--- src/hdl/sha_pkg.sv ---
// ============================================================================
// sha_pkg
// Shared types, constants and the rotate function of the byte-stream hasher.
// ============================================================================
package sha_pkg;

    typedef struct packed {
        logic [7:0] data_byte;
        logic       byte_valid;
        logic       end_of_message;
    } sha_in_t;

    typedef struct packed {
        logic [31:0] digest_word;
        logic [2:0]  word_number;
        logic        last_word;
    } sha_out_t;

    // control from the sequencer to the round unit
    typedef struct packed {
        logic       start;
        logic       load_w;
        logic [3:0] w_index;
    } sha_ctl_t;

    localparam logic [7:0] PadByte = 8'h80;
    localparam int unsigned LenOffset = 56;

    localparam logic [31:0] InitHash [8] = '{
        32'h6a09e667, 32'hbb67ae85, 32'h3c6ef372, 32'ha54ff53a,
        32'h510e527f, 32'h9b05688c, 32'h1f83d9ab, 32'h5be0cd19
    };

    localparam logic [31:0] RoundConst [64] = '{
        32'h428a2f98, 32'h71374491, 32'hb5c0fbcf, 32'he9b5dba5,
        32'h3956c25b, 32'h59f111f1, 32'h923f82a4, 32'hab1c5ed5,
        32'hd807aa98, 32'h12835b01, 32'h243185be, 32'h550c7dc3,
        32'h72be5d74, 32'h80deb1fe, 32'h9bdc06a7, 32'hc19bf174,
        32'he49b69c1, 32'hefbe4786, 32'h0fc19dc6, 32'h240ca1cc,
        32'h2de92c6f, 32'h4a7484aa, 32'h5cb0a9dc, 32'h76f988da,
        32'h983e5152, 32'ha831c66d, 32'hb00327c8, 32'hbf597fc7,
        32'hc6e00bf3, 32'hd5a79147, 32'h06ca6351, 32'h14292967,
        32'h27b70a85, 32'h2e1b2138, 32'h4d2c6dfc, 32'h53380d13,
        32'h650a7354, 32'h766a0abb, 32'h81c2c92e, 32'h92722c85,
        32'ha2bfe8a1, 32'ha81a664b, 32'hc24b8b70, 32'hc76c51a3,
        32'hd192e819, 32'hd6990624, 32'hf40e3585, 32'h106aa070,
        32'h19a4c116, 32'h1e376c08, 32'h2748774c, 32'h34b0bcb5,
        32'h391c0cb3, 32'h4ed8aa4a, 32'h5b9cca4f, 32'h682e6ff3,
        32'h748f82ee, 32'h78a5636f, 32'h84c87814, 32'h8cc70208,
        32'h90befffa, 32'ha4506ceb, 32'hbef9a3f7, 32'hc67178f2
    };

    function automatic logic [31:0] rotr(input logic [31:0] x, input int unsigned n);
        rotr = (x >> n) | (x << (32 - n));
    endfunction

endpackage

--- src/hdl/sha_block_ram.sv ---
// ============================================================================
// sha_block_ram
// Message block buffer: 16 words of 32 bits, byte write enables, registered
// read.
// ============================================================================
module sha_block_ram (
    input  logic        aclk,
    input  logic        we,
    input  logic [3:0]  waddr,
    input  logic [3:0]  wbe,
    input  logic [31:0] wdata,
    input  logic [3:0]  raddr,
    output logic [31:0] rdata
);

    logic [31:0] mem [16];

    // byte-lane write, registered read
    always_ff @(posedge aclk) begin
        if (we) begin
            for (int b = 0; b < 4; b++) begin
                if (wbe[b]) mem[waddr][8*b +: 8] <= wdata[8*b +: 8];
            end
        end
        rdata <= mem[raddr];
    end

endmodule

--- src/hdl/sha_round_unit.sv ---
// ============================================================================
// sha_round_unit
// One compression round per cycle while run is high, with a 16-word schedule
// window and the chaining words.
// ============================================================================
module sha_round_unit
    import sha_pkg::*;
(
    input  logic        aclk,
    input  logic        aresetn,
    input  sha_ctl_t    ctl,
    input  logic [31:0] w_in,
    input  logic        run,
    input  logic [5:0]  round,
    input  logic        finish,
    input  logic        reinit,
    input  logic [2:0]  rd_sel,
    output logic [31:0] chain_word
);

    logic [31:0] w_reg [16];
    logic [31:0] v_reg [8];
    logic [31:0] h_reg [8];
    logic [31:0] w_cur, w_new, s0, s1, t1, t2;

    // schedule: window slot 0 is the word of this round
    always_comb begin
        s0 = rotr(w_reg[1], 7) ^ rotr(w_reg[1], 18) ^ (w_reg[1] >> 3);
        s1 = rotr(w_reg[14], 17) ^ rotr(w_reg[14], 19) ^ (w_reg[14] >> 10);
        w_new = s1 + w_reg[9] + s0 + w_reg[0];
        w_cur = w_reg[0];
        t1 = v_reg[7] + (rotr(v_reg[4], 6) ^ rotr(v_reg[4], 11) ^ rotr(v_reg[4], 25))
           + ((v_reg[4] & v_reg[5]) ^ (~v_reg[4] & v_reg[6])) + RoundConst[round] + w_cur;
        t2 = (rotr(v_reg[0], 2) ^ rotr(v_reg[0], 13) ^ rotr(v_reg[0], 22))
           + ((v_reg[0] & v_reg[1]) ^ (v_reg[0] & v_reg[2]) ^ (v_reg[1] & v_reg[2]));
    end

    // schedule window load and shift
    always_ff @(posedge aclk) begin
        if (ctl.load_w) begin
            w_reg[ctl.w_index] <= w_in;
        end else if (run) begin
            for (int i = 0; i < 15; i++) w_reg[i] <= w_reg[i+1];
            w_reg[15] <= w_new;
        end
    end

    // working variables
    always_ff @(posedge aclk) begin
        if (ctl.start) begin
            for (int i = 0; i < 8; i++) v_reg[i] <= h_reg[i];
        end else if (run) begin
            v_reg[7] <= v_reg[6];
            v_reg[6] <= v_reg[5];
            v_reg[5] <= v_reg[4];
            v_reg[4] <= v_reg[3] + t1;
            v_reg[3] <= v_reg[2];
            v_reg[2] <= v_reg[1];
            v_reg[1] <= v_reg[0];
            v_reg[0] <= t1 + t2;
        end
    end

    // chaining words
    always_ff @(posedge aclk) begin
        if (!aresetn || reinit) begin
            for (int i = 0; i < 8; i++) h_reg[i] <= InitHash[i];
        end else if (finish) begin
            for (int i = 0; i < 8; i++) h_reg[i] <= h_reg[i] + v_reg[i];
        end
    end

    assign chain_word = h_reg[rd_sel];

endmodule

--- src/hdl/sha256_byte_stream_hasher.sv ---
// ============================================================================
// sha256_byte_stream_hasher
// SHA-256 over a byte stream, eight digest words per finished message.
// ============================================================================
//  channel | ports           | payload
//  input   | s_valid/s_ready | sha_in_t: data_byte, byte_valid, end_of_message
//  output  | m_valid/m_ready | sha_out_t: digest_word, word_number, last_word
//
// a plain byte makes one write into the block buffer before the next item is taken
// a byte that fills a block adds the load of the 16-word schedule window, 64 rounds and one update
// a finishing item adds padding writes (up to 16 per block) plus one or two compressions
// then eight digest words go out, one per accepted output handshake
// synchronous active-low reset restores the initial hash and empties the block
module sha256_byte_stream_hasher
    import sha_pkg::*;
(
    input  logic     aclk,
    input  logic     aresetn,
    input  logic     s_valid,
    output logic     s_ready,
    input  sha_in_t  s_data,
    output logic     m_valid,
    input  logic     m_ready,
    output sha_out_t m_data
);

    typedef enum logic [3:0] {
        ST_IDLE, ST_BYTE, ST_PAD, ST_LOAD, ST_ROUND, ST_FIN, ST_EMIT
    } state_t;

    state_t      state_reg;
    logic [5:0]  fill_reg;
    logic [5:0]  fill_next;
    logic [63:0] count_reg;
    logic        last_reg, second_reg;
    logic [4:0]  idx_reg;
    logic [5:0]  round_reg;
    logic [2:0]  word_reg;
    sha_in_t     item_reg;
    logic        finish_pad_done_reg;

    logic        we;
    logic [3:0]  waddr, wbe, raddr;
    logic [31:0] wdata, rdata, chain_word;
    sha_ctl_t    ctl;
    logic        run, finish, reinit;
    logic        ld_valid_reg;
    logic [3:0]  ld_idx_reg;

    // fill level after the byte of the current item
    assign fill_next = fill_reg + {5'b0, item_reg.byte_valid};

    // block buffer write port
    always_comb begin
        we = 1'b0; waddr = fill_reg[5:2]; wbe = '0; wdata = '0;
        case (state_reg)
            ST_BYTE: begin
                we = item_reg.byte_valid;
                wbe = 4'b1000 >> fill_reg[1:0];
                wdata = {4{item_reg.data_byte}};
            end
            ST_PAD: begin
                we = 1'b1;
                waddr = idx_reg[3:0];
                if (idx_reg[3:0] == fill_reg[5:2] && !second_reg) begin
                    // pad byte and zeros after the kept bytes of this word
                    wbe = 4'b1111 >> fill_reg[1:0];
                    wdata = {PadByte, 24'h0} >> (8 * fill_reg[1:0]);
                end else begin
                    wbe = 4'b1111;
                end
                if (!last_reg && idx_reg[3:0] == 4'd14) wdata = count_reg[63:32];
                if (!last_reg && idx_reg[3:0] == 4'd15) wdata = count_reg[31:0];
            end
            default: ;
        endcase
    end

    assign raddr = idx_reg[3:0];
    assign ctl.start = (state_reg == ST_LOAD) && (idx_reg == 5'd16);
    assign ctl.load_w = ld_valid_reg;
    assign ctl.w_index = ld_idx_reg;
    assign run = (state_reg == ST_ROUND);
    assign finish = (state_reg == ST_FIN);
    assign reinit = (state_reg == ST_EMIT) && m_ready && (word_reg == 3'd7);

    sha_block_ram u_ram (
        .aclk(aclk), .we(we), .waddr(waddr), .wbe(wbe), .wdata(wdata),
        .raddr(raddr), .rdata(rdata)
    );

    sha_round_unit u_round (
        .aclk(aclk), .aresetn(aresetn), .ctl(ctl), .w_in(rdata), .run(run),
        .round(round_reg), .finish(finish), .reinit(reinit), .rd_sel(word_reg),
        .chain_word(chain_word)
    );

    assign s_ready = (state_reg == ST_IDLE);
    assign m_valid = (state_reg == ST_EMIT);
    assign m_data.digest_word = chain_word;
    assign m_data.word_number = word_reg;
    assign m_data.last_word = (word_reg == 3'd7);

    // sequencer
    always_ff @(posedge aclk) begin
        if (!aresetn) begin
            state_reg <= ST_IDLE;
            fill_reg <= '0;
            count_reg <= '0;
            ld_valid_reg <= 1'b0;
            idx_reg <= '0; round_reg <= '0; word_reg <= '0;
            last_reg <= 1'b0; second_reg <= 1'b0;
        end else begin
            ld_valid_reg <= (state_reg == ST_LOAD) && !idx_reg[4];
            ld_idx_reg <= idx_reg[3:0];
            case (state_reg)
                ST_IDLE: if (s_valid) begin
                    item_reg <= s_data;
                    state_reg <= ST_BYTE;
                end
                ST_BYTE: begin
                    second_reg <= 1'b0;
                    fill_reg <= fill_next;
                    if (item_reg.byte_valid) count_reg <= count_reg + 64'd8;
                    if (item_reg.byte_valid && fill_reg == 6'd63) begin
                        last_reg <= 1'b0;
                        idx_reg <= '0;
                        state_reg <= ST_LOAD;
                    end else if (item_reg.end_of_message) begin
                        // padding starts at the word that holds the pad byte
                        last_reg <= fill_next > 6'd55;
                        idx_reg <= {1'b0, fill_next[5:2]};
                        state_reg <= ST_PAD;
                    end else begin
                        state_reg <= ST_IDLE;
                    end
                end
                ST_PAD: begin
                    if (idx_reg[3:0] == 4'd15) begin
                        idx_reg <= '0;
                        state_reg <= ST_LOAD;
                    end else begin
                        idx_reg <= idx_reg + 5'd1;
                    end
                end
                ST_LOAD: begin
                    idx_reg <= idx_reg + 5'd1;
                    round_reg <= '0;
                    if (idx_reg == 5'd16) state_reg <= ST_ROUND;
                end
                ST_ROUND: begin
                    round_reg <= round_reg + 6'd1;
                    if (round_reg == 6'd63) state_reg <= ST_FIN;
                end
                ST_FIN: begin
                    idx_reg <= '0;
                    word_reg <= '0;
                    if (last_reg) begin
                        // second final block: zeros then length
                        state_reg <= ST_PAD;
                        last_reg <= 1'b0;
                        second_reg <= 1'b1;
                    end else if (item_reg.end_of_message && !finish_pad_done_reg) begin
                        // block just filled by the finishing byte: pad fresh block
                        state_reg <= ST_PAD;
                        second_reg <= 1'b0;
                    end else if (item_reg.end_of_message) begin
                        state_reg <= ST_EMIT;
                    end else begin
                        state_reg <= ST_IDLE;
                    end
                end
                ST_EMIT: if (m_ready) begin
                    word_reg <= word_reg + 3'd1;
                    if (word_reg == 3'd7) begin
                        state_reg <= ST_IDLE;
                        fill_reg <= '0;
                        count_reg <= '0;
                    end
                end
                default: state_reg <= ST_IDLE;
            endcase
        end
    end

    // marks that the padding pass of the current message has been written
    always_ff @(posedge aclk) begin
        if (!aresetn || state_reg == ST_IDLE) finish_pad_done_reg <= 1'b0;
        else if (state_reg == ST_PAD) finish_pad_done_reg <= 1'b1;
    end

    // digest words leave in order, and no input is taken while the result is offered
    assert property (@(posedge aclk) disable iff (!aresetn)
        m_valid && m_ready && !m_data.last_word |=> m_data.word_number ==
        $past(m_data.word_number) + 3'd1)
        else $error("digest word order broken");

    assert property (@(posedge aclk) disable iff (!aresetn)
        s_ready |-> !m_valid)
        else $error("input taken during digest output");

    assert property (@(posedge aclk) disable iff (!aresetn)
        state_reg == ST_ROUND && round_reg == 6'd63 |=> state_reg == ST_FIN)
        else $error("round count slip");

endmodule
--- config.mk ---
export PLATFORM = sky130hd
export DESIGN_NAME = sha256_byte_stream_hasher
export DESIGN_NICKNAME = d
export VERILOG_FILES = /design/src/hdl/sha_pkg.sv /design/src/hdl/sha_block_ram.sv /design/src/hdl/sha_round_unit.sv /design/src/hdl/sha256_byte_stream_hasher.sv
export SDC_FILE = /design/constraint.sdc
export NUM_CORES = 2
export LEC_CHECK = 0
export BUFFER_PORTS_ARGS = -buffer_cell sky130_fd_sc_hd__buf_4
export CORE_AREA = 2 2 440 442
export CTS_CLUSTER_DIAMETER = 150
export DETAILED_ROUTE_END_ITERATION = 10
export DIE_AREA = 0 0 442 444
export PLACE_DENSITY = 0.61
export SLEW_MARGIN = 20
export SYNTH_ARGS = -nofsm -noshare
export SYNTH_HDL_FRONTEND = slang
export SYNTH_HIERARCHICAL = 1
export SYNTH_SLANG_ARGS = --single-unit
--- constraint.sdc ---
create_clock -name aclk -period 15.6 [get_ports aclk]
set_input_delay 3.12 -clock aclk [delete_from_list [all_inputs] [get_ports aclk]]
set_output_delay 3.12 -clock aclk [all_outputs]
set_load 0.02 [all_outputs]
-- Yosys cells after proc, flatten, opt, wreduce, memory -nomap -nowiden
Memories as Yosys holds them, arrays and structs flattened. A register that Yosys moved wholly into a read port is not among the register bits.
Index checks and enable logic that the tools add are counted.
- register bits: 106
- bits in writable memories: 1536
- bits in read-only memories: 2048
- bits of input ports: 14
- output and inout bits: 38
- logic and storage cells: 233
- memories: 5
- add/sub/neg operators: 23
- order comparisons: 2
- eq/ne operators: 22
- shift-type cells: 3
- mux-type cells: 89
- bitwise operators: 44
- reduce and logical (&&, ||, !) cells: 31
- memories (name ; words ; bits a word ; read ports ; clocked after Yosys merged registers in ; wr ports ; RTL line ; RTL):
    (no name shown) ; 64 ; 32 ; 1 ; 0 ; 0 ; sha_round_unit.sv:33 ; + ((v_reg[4] & v_reg[5]) ^ (~v_reg[4] & v_reg[6])) + RoundConst[round] + w_cur;
    u_ram.mem ; 16 ; 32 ; 1 ; 1 ; 1 ; sha_block_ram.sv:16 ; logic [31:0] mem [16];
    u_round.w_reg ; 16 ; 32 ; 16 ; 0 ; 16 ; sha_round_unit.sv:21 ; logic [31:0] w_reg [16];
    u_round.h_reg ; 8 ; 32 ; 9 ; 1 ; 8 ; sha_round_unit.sv:23 ; logic [31:0] h_reg [8];
    u_round.v_reg ; 8 ; 32 ; 8 ; 0 ; 8 ; sha_round_unit.sv:22 ; logic [31:0] v_reg [8];
- operators by type and width (kind ; count):
    two-way mux 32 bit ; 22
    adder 32 bit ; 18
    bitwise XOR 32 bit ; 9
    two-way mux 64 bit ; 3
    bitwise AND 32 bit ; 5
    case mux 64 bit (2 select lines) ; 1
    adder 64 x 4 -> 64 bit, second input constant ; 1
    case mux 32 bit (2 select lines) ; 1
    two-way mux 4 bit ; 9
    inverter 32 bit ; 1
    OR 10 x 32 -> 32 bit ; 1
    OR 13 x 32 -> 32 bit ; 1
    OR 14 x 32 -> 32 bit ; 1
    OR 15 x 32 -> 32 bit ; 1
    OR 19 x 32 -> 32 bit ; 1
    OR 21 x 32 -> 32 bit ; 1
    OR 25 x 32 -> 32 bit ; 1
    OR 26 x 32 -> 32 bit ; 1
    OR 30 x 32 -> 32 bit ; 1
    OR 7 x 32 -> 32 bit ; 1
    OR reduction 32 bit ; 1
    right shift 32 x 5 -> 32 bit, first input constant ; 1
    bitwise XOR 32 x 22 -> 32 bit ; 1
    bitwise XOR 32 x 29 -> 32 bit ; 1
    42 further kinds ; 130

-- Logic depth before layout (Yosys ltp)
An unclocked memory read counts as a cell.
- depth after elaboration: 10
- mapped depth: 39
- gate-level depth less buffers: 37

-- Cells and area by module
The synthesis kept the hierarchy.
- modules (own cells, without submodules) (module ; times used ; cells an instance ; area each (um^2) ; seq. area each (um^2)):
    sha_round_unit ; 1 ; 6605 ; 69321.5 ; 30749.5
    sha_block_ram ; 1 ; 909 ; 20099.3 ; 16015.4
    sha256_byte_stream_hasher ; 1 ; 726 ; 5736.8 ; 2182.1

-- Worst setup path after synthesis
Ideal clock, no wire load.
- kind: input-to-reg
- from: in m_ready
- to: mem u_round.h_reg[0][0], enable pin
- library setup time: 665 ps
- arrival: 9849 ps
- required time: 14935 ps
- path slack: 5086 ps
- stages on the path: 7
- buffers on the path: 2
- cell sequence: and4b_1 -> nand2_1 -> inv_1 -> nor2b_1 -> clkbuf_1 -> clkbuf_1 -> nand2b_1
- RTL lines (what ; RTL line ; RTL):
    start: declaration ; sha256_byte_stream_hasher.sv:23 ; input logic m_ready,
    end: declaration ; sha_round_unit.sv:23 ;

==> flow_metrics.py <==
metrics = {
    "run_status": {
        "status": "completed",
    },
    "timing": {
        "tightest_slew_ns": 1.25,
        "maxSlewViolCount": 0,
        "finalHoldViolations": 0,
        "rsz0062_at_grt": "no",
        "setup_tns_ns": 0,
        "max-slew-margin-rel_pct": 15.6,
        "finalSetupViolCount": 0,
        "holdWs_ns": 0.480,
        "fmax_ghz": 0.109,
        "period_needed_ns": 9.18,
        "fin_crit_sh_pct": 58.8,
        "skew_ns": 0.0823,
    },
    "global_route": {
        "track_usage_pct": 28.8,
        "grt_max_degree": 199,
        "grt_pass1_vias": 64000,
        "antenna_found_initial": 12,
        "grt-ovfl-total": 0,
        "grt_pass1_wl_um": 423000,
    },
    "critical_path": {
        "criticalPathCategory": "reg2reg",
        "crit_buf_inv": 5,
        "critical_path.max_fanout": 26,
        "crit_path_start_kind": "flop",
        "cpMaxStageDelayCell": "o31ai_1",
        "cpLargestDelayFamily": "compound AO/OA/AOI/OAI gates",
        "crit_path_end_kind": "flop",
        "critPathRequiredTime_ns": 16.12,
        "max_stage_delay_ns": 0.75,
        "arrival_ns": 9.69,
        "crit_path_frequent_cell": "o21ai_0",
    },
    "clocking": {
        "cts.sinks": 1670,
        "cts_buffer_depth": 3,
        "cts_hold_buffers": 0,
        "cts_resized": 0,
        "cts_inserted_buffers": 182,
        "clock_tree.root_cell": "clkbuf_16",
        "h-tree-depth": 4,
        "clk_pin_slew_worst_paths_ns": 0.06,
        "post-cts-setup-buffers": 0,
        "clock_latency_ns": 0.86,
        "cts_tree": "done",
    },
    "synth": {
        "synthesis.area_um2": 95200,
        "synth_fp_nets": 8855,
        "seq_area_frac_synth_pct": 51.4,
        "yosys-top-cells-area": "edfxtp_1 (49%), a21o_1 (5.7%), ha_1 (5.3%)",
        "synth_edf_count": 1550,
        "synth_common_cells": "edfxtp_1 (1550), nand2_1 (1080), a21o_1 (721)",
        "async_flop_share_pct": 0,
        "ys_types": 103,
        "syn_inst": 8240,
        "synth-warning-count": 6,
        "ys_seq_elements": 1670,
        "syn_avg_cell_area_um2": 11.5,
        "synth_top_area_share_pct": 48.9,
        "synth.most_common_cell": "edfxtp_1",
        "ys.flop_type": "edfxtp_1",
        "yosys.area.top_type": "edfxtp_1",
    },
    "worst_hold_path": {
        "worst_hold_path_type": "reg2reg",
    },
    "detailed_routing": {
        "dr.pass1.iters": 7,
        "drt_iter0_markers": 6935,
        "via_per_inst": 6.11,
        "ant_nets": 0,
        "drc_errors": 0,
        "routedWlPerCell_um": 26.6,
        "wirelength_um": 288000,
        "num_vias": 66000,
    },
    "floorplan": {
        "die_area_um2": 196000,
        "num_io_pins": 52,
        "core-area_um2": 192000,
        "die_y_um": 444,
        "start_util_pct": 49.7,
        "rows": 161,
        "die_x_um": 442,
    },
    "place": {
        "dp.final_hpwl_um": 206000,
        "place_inst": 10500,
        "port_buffers": 51,
        "place_congestion": 0.974,
    },
    "layout": {
        "final_cells": 10800,
        "drive_gt1_share_pct": 9.40,
        "multiInputGateArea_um2": 43100,
        "nets": 8744,
        "seq_area_um2": 49000,
        "fill_cells": 16200,
        "synthToLayoutAreaGrowth_pct": 9.35,
    },
    "power": {
        "total_leakage_power_nw": 40.4,
        "power_density_nw_per_um2": 122,
        "peakVddDrop_mv": 0.111,
    },
    "flow_run": {
        "drv_cap": 0,
    },
}
## per-stage QoR
| step | cell area [um2] | setup WS, ns | power [mW] | utilization (%) |
|---|---|---|---|---|
| final | 104000 | 6.42 | 12.7 | 54.3 |
| after global routing | 104000 | 5.87 | 13.2 | 54.3 |
| after CTS | 104000 | 6.56 | 12.8 | 54.3 |
| after detailed placement | 98100 | 6.60 | 8.49 | 51.2 |
| after global placement | 98100 | 6.49 | 8.44 | 51.2 |
| after floorplan | 95200 | 5.09 | 7.66 | - |
## power breakdown
| part | internal (mW) | switching [mW] | leakage (nW) |
|---|---|---|---|
| Combinational | 1.25 | 1.70 | 22.6 |
| Sequential | 5.31 | 0.148 | 14.9 |
| Clock | 2.39 | 1.88 | 2.87 |
| Total | 8.94 | 3.73 | 40.4 |
## area by class of cell
type | count | area share [%]
antenna | 1 | 0.00240
sequential | 1670 | 47.1
inverter | 441 | 1.59
multi-input combinational | 5674 | 41.4
timing repair buffer | 160 | 1.19
tap | 2526 | 3.04
clock inverter | 100 | 0.974
clock buffer | 239 | 4.74
## final timing paths
check / endpoint / slack, ns / start / depth (start not counted)
setup reg to reg: u_round/v_reg[0][29] / 6.42 / round_reg[2] / 31
setup / recovery: u_round/v_reg[0][29] / 6.42 / round_reg[2] / 31
hold reg to reg: u_round/w_reg[12][0] / 0.48 / u_round/w_reg[13][0] / 1
hold / removal: u_round/w_reg[12][0] / 0.48 / u_round/w_reg[13][0] / 1
## logic make-up (layout without fill, tap and decap cells)
logic type / after synthesis / count (layout) / share of synthesized area [%]
xor gates and xnor gates: 580 / 580 / 5.35
muxes: 279 / 279 / 5.59
DFF: 1670 / 1670 / 51.4
AOI/OAI and AO/OA: 2071 / 2071 / 14.4
buffers and inverters: 896 / 940 / 3.59
and+or+nand+nor: 2140 / 2140 / 10.1
other: 0 / 1 / 0
adders and majority gates: 604 / 604 / 9.48
## cells in the final DEF, fill, tap and decap left out, types with 42 or more instances in the layout
cell type     n
clkbuf_1     42
nor2b_1      62
and2_1       55
fa_1        196
nand2b_1     75
xor2_1      232
xnor2_1     347
ha_1        405
mux4_2      196
a21o_1      721
and3_1       51
dfxtp_1     111
nor3_1       86
buf_4       157
nor2_1      391
nand4_1      50
mux2_2       61
a31oi_1      42
o21ai_1      45
o211ai_1     48
inv_1       438
or3_1        54
a22oi_1      82
o21ai_0     361
o21a_1       53
o31ai_1      43
nand2_1    1078
nand3_1     104
a21oi_1     392
edfxtp_1   1550
clkbuf_16   184
a211oi_1     53
## per-layer routing
metal  track usage (%)  share of wire, %
met1              39.0                41
met2              47.9                48
met3              3.67               6.5
met4              10.3               3.8
met5                 0            0.0094
No activity file was read; power rests on OpenSTA's default activity.
